`config.mk`:
```
export PLATFORM = sky130hd
export DESIGN_NAME = rtcm3_frame_checker_unit
export DESIGN_NICKNAME = d
export VERILOG_FILES = /design/src/rtl/core/rtcm3_pkg.sv /design/src/rtl/core/rtcm3_frame_checker_unit.sv /design/src/rtl/core/rtcm3_fc_front.sv /design/src/rtl/core/rtcm3_fc_queue.sv
export SDC_FILE = /design/constraint.sdc
export NUM_CORES = 1
export LEC_CHECK = 0
export BUFFER_PORTS_ARGS = -buffer_cell sky130_fd_sc_hd__buf_2
export CORE_MARGIN = 4
export CORE_UTILIZATION = 55
export CTS_CLUSTER_DIAMETER = 120
export CTS_CLUSTER_SIZE = 12
export DETAILED_ROUTE_END_ITERATION = 8
export PLACE_DENSITY = 0.81
export SETUP_SLACK_MARGIN = 0.3
export SYNTH_ARGS = -nofsm -noshare
export SYNTH_HDL_FRONTEND = slang
export SYNTH_SLANG_ARGS = --single-unit
```
`constraint.sdc`:
```
create_clock -name i_clk -period 6.7 [get_ports i_clk]
set_clock_uncertainty 0.05 [all_clocks]
set_input_delay 0.335 -clock i_clk [delete_from_list [all_inputs] [get_ports i_clk]]
set_output_delay 0.335 -clock i_clk [all_outputs]
set_load 0.005 [all_outputs]
```
`src/rtl/core/rtcm3_pkg.sv`:
```
// shared types, constants and the crc-24q byte step for the rtcm3 frame checker
// depends on nothing; used by rtcm3_fc_front, rtcm3_fc_queue and the top level
package rtcm3_pkg;

    localparam logic [7:0]  PREAMBLE  = 8'd211;
    localparam logic [23:0] CRC_POLY  = 24'h864CFB;
    localparam logic [10:0] MIN_BYTES = 11'd7;
    localparam logic [10:0] HDR_BYTES = 11'd3;
    localparam logic [10:0] HDR_PAR   = 11'd6;

    localparam int Q_DEPTH  = 4;
    localparam int Q_PTR_W  = $clog2(Q_DEPTH);
    localparam int Q_CNT_W  = $clog2(Q_DEPTH + 1);

    typedef enum logic [1:0] {
        PH_IDLE,
        PH_RECV,
        PH_WAIT
    } t_phase;

    typedef enum logic [2:0] {
        V_PASS,
        V_BAD_PREAMBLE,
        V_TOO_SHORT,
        V_CRC_MISMATCH,
        V_TYPE_ZERO
    } t_verdict;

    typedef struct packed {
        t_verdict    verdict;
        logic [11:0] message_type;
        logic [10:0] frame_bytes;
        logic [9:0]  payload_length;
        logic [23:0] computed_crc;
    } t_result;

    // msb-first crc-24q over one byte, eight shift steps
    function automatic logic [23:0] crc_byte(input logic [23:0] crc, input logic [7:0] b);
        logic [23:0] c;
        c = crc ^ {b, 16'h0000};
        for (int i = 0; i < 8; i++) begin
            if (c[23]) begin
                c = {c[22:0], 1'b0} ^ CRC_POLY;
            end else begin
                c = {c[22:0], 1'b0};
            end
        end
        return c;
    endfunction

    localparam logic [23:0] CRC_AFTER_PRE = crc_byte(24'h000000, PREAMBLE);

    // verdict once the whole frame is in
    function automatic t_result make_final(input logic [23:0] crc, input logic [23:0] par,
                                           input logic [11:0] typ, input logic [9:0] plen);
        t_result r;
        r.payload_length = plen;
        r.computed_crc   = crc;
        if (crc != par) begin
            r.verdict      = V_CRC_MISMATCH;
            r.message_type = typ;
            r.frame_bytes  = 11'd0;
        end else if (typ == 12'd0) begin
            r.verdict      = V_TYPE_ZERO;
            r.message_type = 12'd0;
            r.frame_bytes  = {1'b0, plen} + HDR_PAR;
        end else begin
            r.verdict      = V_PASS;
            r.message_type = typ;
            r.frame_bytes  = {1'b0, plen} + HDR_PAR;
        end
        return r;
    endfunction

endpackage

```
`src/rtl/core/rtcm3_frame_checker_unit.sv`:
```
// top level of the rtcm3 frame checker: byte stream in, one verdict per buffer out
// depends on rtcm3_pkg, rtcm3_fc_front and rtcm3_fc_queue
//
// usage
//   slave channel: one received byte per transfer; tuser marks the first byte
//   of a buffer (restarts checking), tlast marks the last byte available
//   master channel: one verdict transfer per buffer (bad preamble, too short,
//   crc mismatch, type zero or pass) with type, size, length and crc-24q
//   verdicts: a verdict is written into the queue on the byte that decides it
//   and is offered on the master side once the verdicts before it are taken
//   throughput: one byte per cycle while the queue is not full; the crc-24q
//   byte step and the frame tracker finish within the cycle the byte is taken
//   stalls: a four-entry verdict queue sits between the front part and the
//   master port; tready on the slave side only drops while that queue is full
//   reset: synchronous, active low; the tracker goes idle and the queue empties,
//   bytes before the first start mark are dropped
module rtcm3_frame_checker_unit (
    input  logic        i_clk,
    input  logic        i_rst_n,
    input  logic        i_s_tvalid,
    output logic        o_s_tready,
    input  logic [7:0]  i_s_tdata,   // [7:0] data_byte
    input  logic        i_s_tuser,   // [0] frame_start
    input  logic        i_s_tlast,   // buffer_end
    output logic        o_m_tvalid,
    input  logic        i_m_tready,
    // [2:0] verdict, [14:3] message_type, [25:15] frame_bytes,
    // [35:26] payload_length, [59:36] computed_crc, [63:60] zero
    output logic [63:0] o_m_tdata
);

    logic               s_xfer;
    logic               front_emit;
    rtcm3_pkg::t_result front_res;
    rtcm3_pkg::t_result head_res;
    logic               q_full;

    // a byte is taken whenever the queue has room for a possible verdict
    assign o_s_tready = !q_full;
    assign s_xfer     = i_s_tvalid && o_s_tready;

    rtcm3_fc_front u_front (
        .i_clk    (i_clk),
        .i_rst_n  (i_rst_n),
        .i_valid  (s_xfer),
        .i_byte   (i_s_tdata),
        .i_start  (i_s_tuser),
        .i_last   (i_s_tlast),
        .o_emit   (front_emit),
        .o_result (front_res)
    );

    rtcm3_fc_queue u_queue (
        .i_clk   (i_clk),
        .i_rst_n (i_rst_n),
        .i_push  (front_emit),
        .i_data  (front_res),
        .i_pop   (i_m_tready),
        .o_valid (o_m_tvalid),
        .o_full  (q_full),
        .o_data  (head_res)
    );

    // pack the verdict fields, first field in the low bits
    assign o_m_tdata = {4'h0,
                        head_res.computed_crc,
                        head_res.payload_length,
                        head_res.frame_bytes,
                        head_res.message_type,
                        head_res.verdict};

endmodule

```
`src/rtl/core/rtcm3_fc_front.sv`:
```
// front part: takes bytes, tracks the frame, runs crc-24q and forms verdicts
// depends on rtcm3_pkg
module rtcm3_fc_front (
    input  logic               i_clk,
    input  logic               i_rst_n,
    input  logic               i_valid,
    input  logic [7:0]         i_byte,
    input  logic               i_start,
    input  logic               i_last,
    output logic               o_emit,
    output rtcm3_pkg::t_result o_result
);

    rtcm3_pkg::t_phase r_phase, n_phase;
    logic [10:0] r_count, n_count;
    logic [9:0]  r_plen, n_plen;
    logic [23:0] r_crc, n_crc;
    logic [23:0] r_par, n_par;
    logic [11:0] r_type, n_type;

    logic [9:0]  plen_new;
    logic [10:0] count_new;
    logic        in_crc;
    logic [23:0] crc_new;
    logic [23:0] par_new;
    logic [11:0] type_new;
    logic        at_end;
    rtcm3_pkg::t_result short_res;

    // header length field, overwritten on byte one and merged on byte two
    always_comb begin
        if (r_count == 11'd1) begin
            plen_new = {i_byte[1:0], 8'h00};
        end else if (r_count == 11'd2) begin
            plen_new = r_plen | {2'b00, i_byte};
        end else begin
            plen_new = r_plen;
        end
    end

    assign count_new = r_count + 11'd1;
    assign in_crc    = r_count < ({1'b0, plen_new} + rtcm3_pkg::HDR_BYTES);
    assign crc_new   = in_crc ? rtcm3_pkg::crc_byte(r_crc, i_byte) : r_crc;
    assign par_new   = in_crc ? r_par : {r_par[15:0], i_byte};
    assign at_end    = (r_count >= 11'd2) && (count_new == ({1'b0, plen_new} + rtcm3_pkg::HDR_PAR));

    always_comb begin
        if (r_count == 11'd3) begin
            type_new = {i_byte, 4'h0};
        end else if (r_count == 11'd4) begin
            type_new = r_type | {8'h00, i_byte[7:4]};
        end else begin
            type_new = r_type;
        end
    end

    always_comb begin
        short_res                = '0;
        short_res.verdict        = rtcm3_pkg::V_TOO_SHORT;
        short_res.payload_length = (count_new >= 11'd3) ? plen_new : 10'd0;
    end

    always_comb begin
        n_phase  = r_phase;
        n_count  = r_count;
        n_plen   = r_plen;
        n_crc    = r_crc;
        n_par    = r_par;
        n_type   = r_type;
        o_emit   = 1'b0;
        o_result = '0;
        if (i_valid) begin
            if (i_start) begin
                n_phase = rtcm3_pkg::PH_IDLE;
                n_count = 11'd0;
                n_plen  = 10'd0;
                n_crc   = 24'h000000;
                n_par   = 24'h000000;
                n_type  = 12'd0;
                if (i_byte != rtcm3_pkg::PREAMBLE) begin
                    o_emit           = 1'b1;
                    o_result.verdict = rtcm3_pkg::V_BAD_PREAMBLE;
                end else begin
                    n_crc   = rtcm3_pkg::CRC_AFTER_PRE;
                    n_count = 11'd1;
                    if (i_last) begin
                        o_emit           = 1'b1;
                        o_result.verdict = rtcm3_pkg::V_TOO_SHORT;
                    end else begin
                        n_phase = rtcm3_pkg::PH_RECV;
                    end
                end
            end else begin
                case (r_phase)
                    rtcm3_pkg::PH_WAIT: begin
                        o_emit   = 1'b1;
                        o_result = rtcm3_pkg::make_final(r_crc, r_par, r_type, r_plen);
                        n_phase  = rtcm3_pkg::PH_IDLE;
                    end
                    rtcm3_pkg::PH_RECV: begin
                        n_count = count_new;
                        n_plen  = plen_new;
                        n_crc   = crc_new;
                        n_par   = par_new;
                        n_type  = type_new;
                        if (at_end && (count_new >= rtcm3_pkg::MIN_BYTES)) begin
                            o_emit   = 1'b1;
                            o_result = rtcm3_pkg::make_final(crc_new, par_new, type_new,
                                                             plen_new);
                            n_phase  = rtcm3_pkg::PH_IDLE;
                        end else if (i_last) begin
                            o_emit   = 1'b1;
                            o_result = short_res;
                            n_phase  = rtcm3_pkg::PH_IDLE;
                        end else if (at_end) begin
                            // zero-length frame, verdict held for a seventh byte
                            n_phase = rtcm3_pkg::PH_WAIT;
                        end
                    end
                    default: begin
                    end
                endcase
            end
        end
    end

    always_ff @(posedge i_clk) begin
        if (!i_rst_n) begin
            r_phase <= rtcm3_pkg::PH_IDLE;
            r_count <= 11'd0;
            r_plen  <= 10'd0;
            r_crc   <= 24'h000000;
            r_par   <= 24'h000000;
            r_type  <= 12'd0;
        end else begin
            r_phase <= n_phase;
            r_count <= n_count;
            r_plen  <= n_plen;
            r_crc   <= n_crc;
            r_par   <= n_par;
            r_type  <= n_type;
        end
    end

`ifndef ASSERT_OFF
    a_pass_has_type: assert property (@(posedge i_clk) disable iff (!i_rst_n)
        (o_emit && o_result.verdict == rtcm3_pkg::V_PASS) |->
        (o_result.message_type != 12'd0 && o_result.frame_bytes >= rtcm3_pkg::HDR_PAR))
        else $error("pass verdict with zero type or bad size");
    a_bad_pre_clear: assert property (@(posedge i_clk) disable iff (!i_rst_n)
        (o_emit && o_result.verdict == rtcm3_pkg::V_BAD_PREAMBLE) |->
        (o_result.frame_bytes == 11'd0 && o_result.computed_crc == 24'h000000
         && o_result.payload_length == 10'd0))
        else $error("bad preamble verdict carries fields");
    a_start_recv: assert property (@(posedge i_clk) disable iff (!i_rst_n)
        (i_valid && i_start && i_byte == rtcm3_pkg::PREAMBLE && !i_last) |=>
        (r_phase == rtcm3_pkg::PH_RECV && r_count == 11'd1))
        else $error("good start byte did not open a frame");
`endif

endmodule

```
`src/rtl/core/rtcm3_fc_queue.sv`:
```
// short verdict queue between the front part and the output channel
// depends on rtcm3_pkg
module rtcm3_fc_queue (
    input  logic               i_clk,
    input  logic               i_rst_n,
    input  logic               i_push,
    input  rtcm3_pkg::t_result i_data,
    input  logic               i_pop,
    output logic               o_valid,
    output logic               o_full,
    output rtcm3_pkg::t_result o_data
);

    rtcm3_pkg::t_result r_mem [rtcm3_pkg::Q_DEPTH];
    logic [rtcm3_pkg::Q_PTR_W-1:0] r_wr_ptr, n_wr_ptr;
    logic [rtcm3_pkg::Q_PTR_W-1:0] r_rd_ptr, n_rd_ptr;
    logic [rtcm3_pkg::Q_CNT_W-1:0] r_count, n_count;
    logic do_push;
    logic do_pop;

    assign o_valid = r_count != '0;
    assign o_full  = r_count == rtcm3_pkg::Q_CNT_W'(rtcm3_pkg::Q_DEPTH);
    assign o_data  = r_mem[r_rd_ptr];
    assign do_push = i_push && !o_full;
    assign do_pop  = i_pop && o_valid;

    always_comb begin
        n_wr_ptr = do_push ? r_wr_ptr + 1'b1 : r_wr_ptr;
        n_rd_ptr = do_pop ? r_rd_ptr + 1'b1 : r_rd_ptr;
        n_count  = r_count;
        if (do_push && !do_pop) begin
            n_count = r_count + 1'b1;
        end else if (do_pop && !do_push) begin
            n_count = r_count - 1'b1;
        end
    end

    always_ff @(posedge i_clk) begin
        if (do_push) begin
            r_mem[r_wr_ptr] <= i_data;
        end
    end

    always_ff @(posedge i_clk) begin
        if (!i_rst_n) begin
            r_wr_ptr <= '0;
            r_rd_ptr <= '0;
            r_count  <= '0;
        end else begin
            r_wr_ptr <= n_wr_ptr;
            r_rd_ptr <= n_rd_ptr;
            r_count  <= n_count;
        end
    end

`ifndef ASSERT_OFF
    a_no_overflow: assert property (@(posedge i_clk) disable iff (!i_rst_n)
        i_push |-> !o_full)
        else $error("verdict pushed into a full queue");
    a_count_up: assert property (@(posedge i_clk) disable iff (!i_rst_n)
        (do_push && !do_pop) |=> r_count == $past(r_count) + 1'b1)
        else $error("queue count did not rise on push");
    a_ptr_gap: assert property (@(posedge i_clk) disable iff (!i_rst_n)
        (r_count == '0 || o_full) |-> r_wr_ptr == r_rd_ptr)
        else $error("queue pointers disagree with count");
`endif

endmodule
```
==> metrics.txt <==
Core Footprint=0.0307 mm^2; Leak=between 6 and 7 nW; Port Buffers=75; compound-cell area share of the yosys netlist=between 10% and 20%; DR vias/cell=6.48; CP max stage cell=a21oi_1; Final GP Congestion=approximately 1; worst endpoint required time=7.13 ns; Synth cell types=95; clock root buffer=clkbuf_16; Critical Path Fanout Max=10; Simple-Gate Fraction of Synth Area=between 10% and 20%; fin area=0.0187 mm^2; Tot GR Track Use=a little over a quarter; fin crit share=approximately 90%; Max Root-Sink Buffers=3; final setup vio count=0; H-tree depth=1; fin cells=about 1,800; Worst R2R Path Depth=23; fraction of registers with async set/reset=0%; # hold bufs at CTS=0; WL per Instance=around 24 um; critical path cell sequence=inv_1 > ha_1 > and4_1 > nand2_1 > a21oi_1 > inv_1 > ha_1 > nor4b_1 > nand4_1 > a21oi_1 > mux2i_1 > xor2_1 > o221ai_2 > nor4_1 > buf_4 > o31ai_1 > a21oi_2 > ha_1 > inv_1 > fa_1 > xor2_1 > or3_1 > a21oi_1; fmax=approximately 170 MHz; crit start category=register; Die ar.=0.0340 mm^2; Least-Margin Pin Slew=1.30 ns; HPWL after DPL=30.7 mm; Pins Over Slew Limit=0; Area growth syn-to-layout=9.18%; Min Clock Period, post-route=roughly 6 ns; layout cells sized above 1=roughly a fifth; vias after detailed routing=roughly 12,000; Hold Crit Depth=3; initial cell density of the core=55.8%; placed cell count=~1,800; DR pass1 iterations=6; slew margin rel.=12.5%; CTS tree=built; #FFs+latches synth=about 330; EDFF count, synth=240; Post-Synth XOR/XNOR Area=under 10%; Inserted Clock Buffers=31; Worst Path Class, Setup=reg -> reg; row cnt=64; Ports=80; DIE WIDTH=roughly 180 um; number of DRC markers in iteration 0=between 1,000 and 1,500; placed instance area=approximately 0.018 mm^2; largest net degree at the start of global routing=just over 60; number of global-route vias before repair=approximately 11,000; Final nets=~1,400; CP arrival=6.43 ns; Crit. End Element=register; global-route wire length before repair=~70 mm; clock transition at the registers of the reported paths=approximately 0.070 ns; Post-Syn Area=roughly 0.017 mm^2; Post-Route WL=between 40 and 50 mm; max_cap viols=0; Hold WC Path Type=in -> reg; final antenna-violating net count=0; Final Core Density=60.9%; RSZ-0062 raised after global routing=false; initial antenna violation count=4; crit-path max cell delay=0.40 ns; Post-synth top flop=edfxtp_1; final count of hold timing violations=0; portion of netlist area occupied by mux cells=roughly 8.6%; largest family of logic cells by synthesized area=compound AO/OA/AOI/OAI gates; # DRC=0; Vert. Die Dim=roughly 180 um; fill count=between 2,000 and 2,500; status=completed; Congestion Overflow GR=0; Clk Latency, worst-skew pair=approximately 0.57 ns; adder and majority gate portion of the synthesized area=a little over 2%; Syn. warnings=0; sequential share of the synthesized area=52.9%; TritonCTS Sinks=between 300 and 400; IR drop worst, VDD=~160 uV; Final TNS setup=0 ns; cell area power density=around 250 mW/mm^2; Syn Inst Count=between 1,000 and 1,500; syn_area_per_cell=12.4 um^2
-- Yosys cell counts, drive strengths merged, types with 6 or more instances --
cell type	n	share of area (%)
xor2	63	3.5
nand2b	8	0.29
a41o	6	0.35
nor4	14	0.69
a31oi	7	0.26
nor2	173	4.0
edfxtp	240	42
nand4	16	0.67
a221oi	15	0.77
and4	6	0.31
ha	26	1.9
xnor2	86	4.9
mux4	60	7.9
o21ai	31	0.93
o22ai	16	0.88
a32oi	6	0.31
xnor3	10	1.3
nand2	51	1.2
mux2i	9	0.62
or4	6	0.26
a2111oi	6	0.38
clkbuf	82	1.8
a22oi	92	4.3
and3	16	0.58
dfxtp	92	11
nor3	21	0.84
buf	43	1.5
a21oi	42	1.3
a31o	6	0.31
nand3	26	0.76
inv	39	0.86
or3	7	0.26
and2	13	0.48
-- final timing paths --
check	from	endpoint	slack (ns)
worst max register to register	u_front.r_count[0]	u_queue.r_count[2]	0.71
worst max-delay path	u_front.r_count[0]	u_queue.r_count[2]	0.71
worst min register to register	u_queue.r_wr_ptr[1]	u_queue.r_wr_ptr[1]	0.45
worst min-delay path	i_rst_n	u_queue.r_wr_ptr[0]	0.04
-- layout by cell type, fill, tap and decap left out, types with 10 or more instances in the layout --
cell type	n
nand4_1	15
xnor2_1	78
buf_4	23
xor2_1	59
clkbuf_1	24
and3_1	16
a221oi_1	15
ha_1	26
buf_2	75
nor2_2	12
clkbuf_16	31
mux4_2	60
a21oi_1	40
inv_1	38
nand2_1	49
dfxtp_1	90
edfxtp_1	240
nand3_1	26
o21ai_0	22
nor4_1	12
a22oi_1	82
nor3_1	16
nor2_1	160
a22oi_2	10
-- power breakdown --
group	total (W)	switching (W)	internal, W
sequential	0.00229	0.0000498	0.00224
combinational	0.000812	0.000425	0.000387
clock	0.00162	0.000718	0.000903
-- registers in the layout, indices dropped and copies added, names as in the netlist, named ones only --
signal,count
u_queue.r_rd_ptr,2
u_queue.r_mem,240
u_front.r_plen,10
u_front.r_phase,2
u_queue.r_count,3
u_front.r_count,11
u_front.r_type,12
u_front.r_crc,24
u_queue.r_wr_ptr,2
u_front.r_par,24
-- critical path: cells and delay by family, from the launching register on --
family                     cells  cell delay (ns)
and+or+nand+nor                6             1.44
DFF                            1             0.36
adders and majority gates      4             1.27
xor gates and xnor gates       2             0.42
muxes                          1             0.37
buffers and inverters          4             0.57
AOI/OAI and AO/OA              6             1.44
-- metal layers --
layer | GRT usage [%] | part of all wire (%) | vias up
met4 | 6.95 | 2.8 | 8
li1 | - | - | 5201
met3 | 4.64 | 11 | 97
met2 | 40.7 | 46 | 690
met5 | 0 | 0.092 | -
met1 | 38.1 | 41 | 5806
-- stage by stage --
step           worst slack (ns)  total power (W)  hold WS, ns
2_1_floorplan             0.973          0.00287        0.416
3_3_place_gp              0.992          0.00313        0.432
3_5_place_dp              0.778          0.00315        0.445
4_1_cts                   0.752          0.00476       0.0170
5_1_grt                   0.311          0.00492       0.0577
6_report                  0.705          0.00472       0.0384
-- final cells by class --
cell class	count	area, um^2	area share (%)
Sequential cell	332	9050	48.5
Inverter	39	146	0.783
Clock buffer	55	866	4.63
Tap cell	396	495	2.65
Clock inverter	2	38.8	0.208
Multi-Input combinational cell	892	7390	39.6
Timing Repair Buffer	105	688	3.68
Antenna cell	1	2.50	0.0134
-- cell families after synthesis --
| family | Yosys count |
|---|---|
| other | 1 |
| AOI/OAI and AO/OA | 259 |
| adders and majority gates | 28 |
| buffers and inverters | 164 |
| and+or+nand+nor | 370 |
| muxes | 70 |
| xor gates and xnor gates | 161 |
| DFF | 332 |
-- what timing repair did --
action | in CTS | in global routing
hold endpoints to repair | 0 | 0
setup buffers | 0 | 0
endpoints found under the setup margin | 0 | 1
gates resized for setup | 0 | 1
Note: power is estimated with default switching activity, not from simulation.
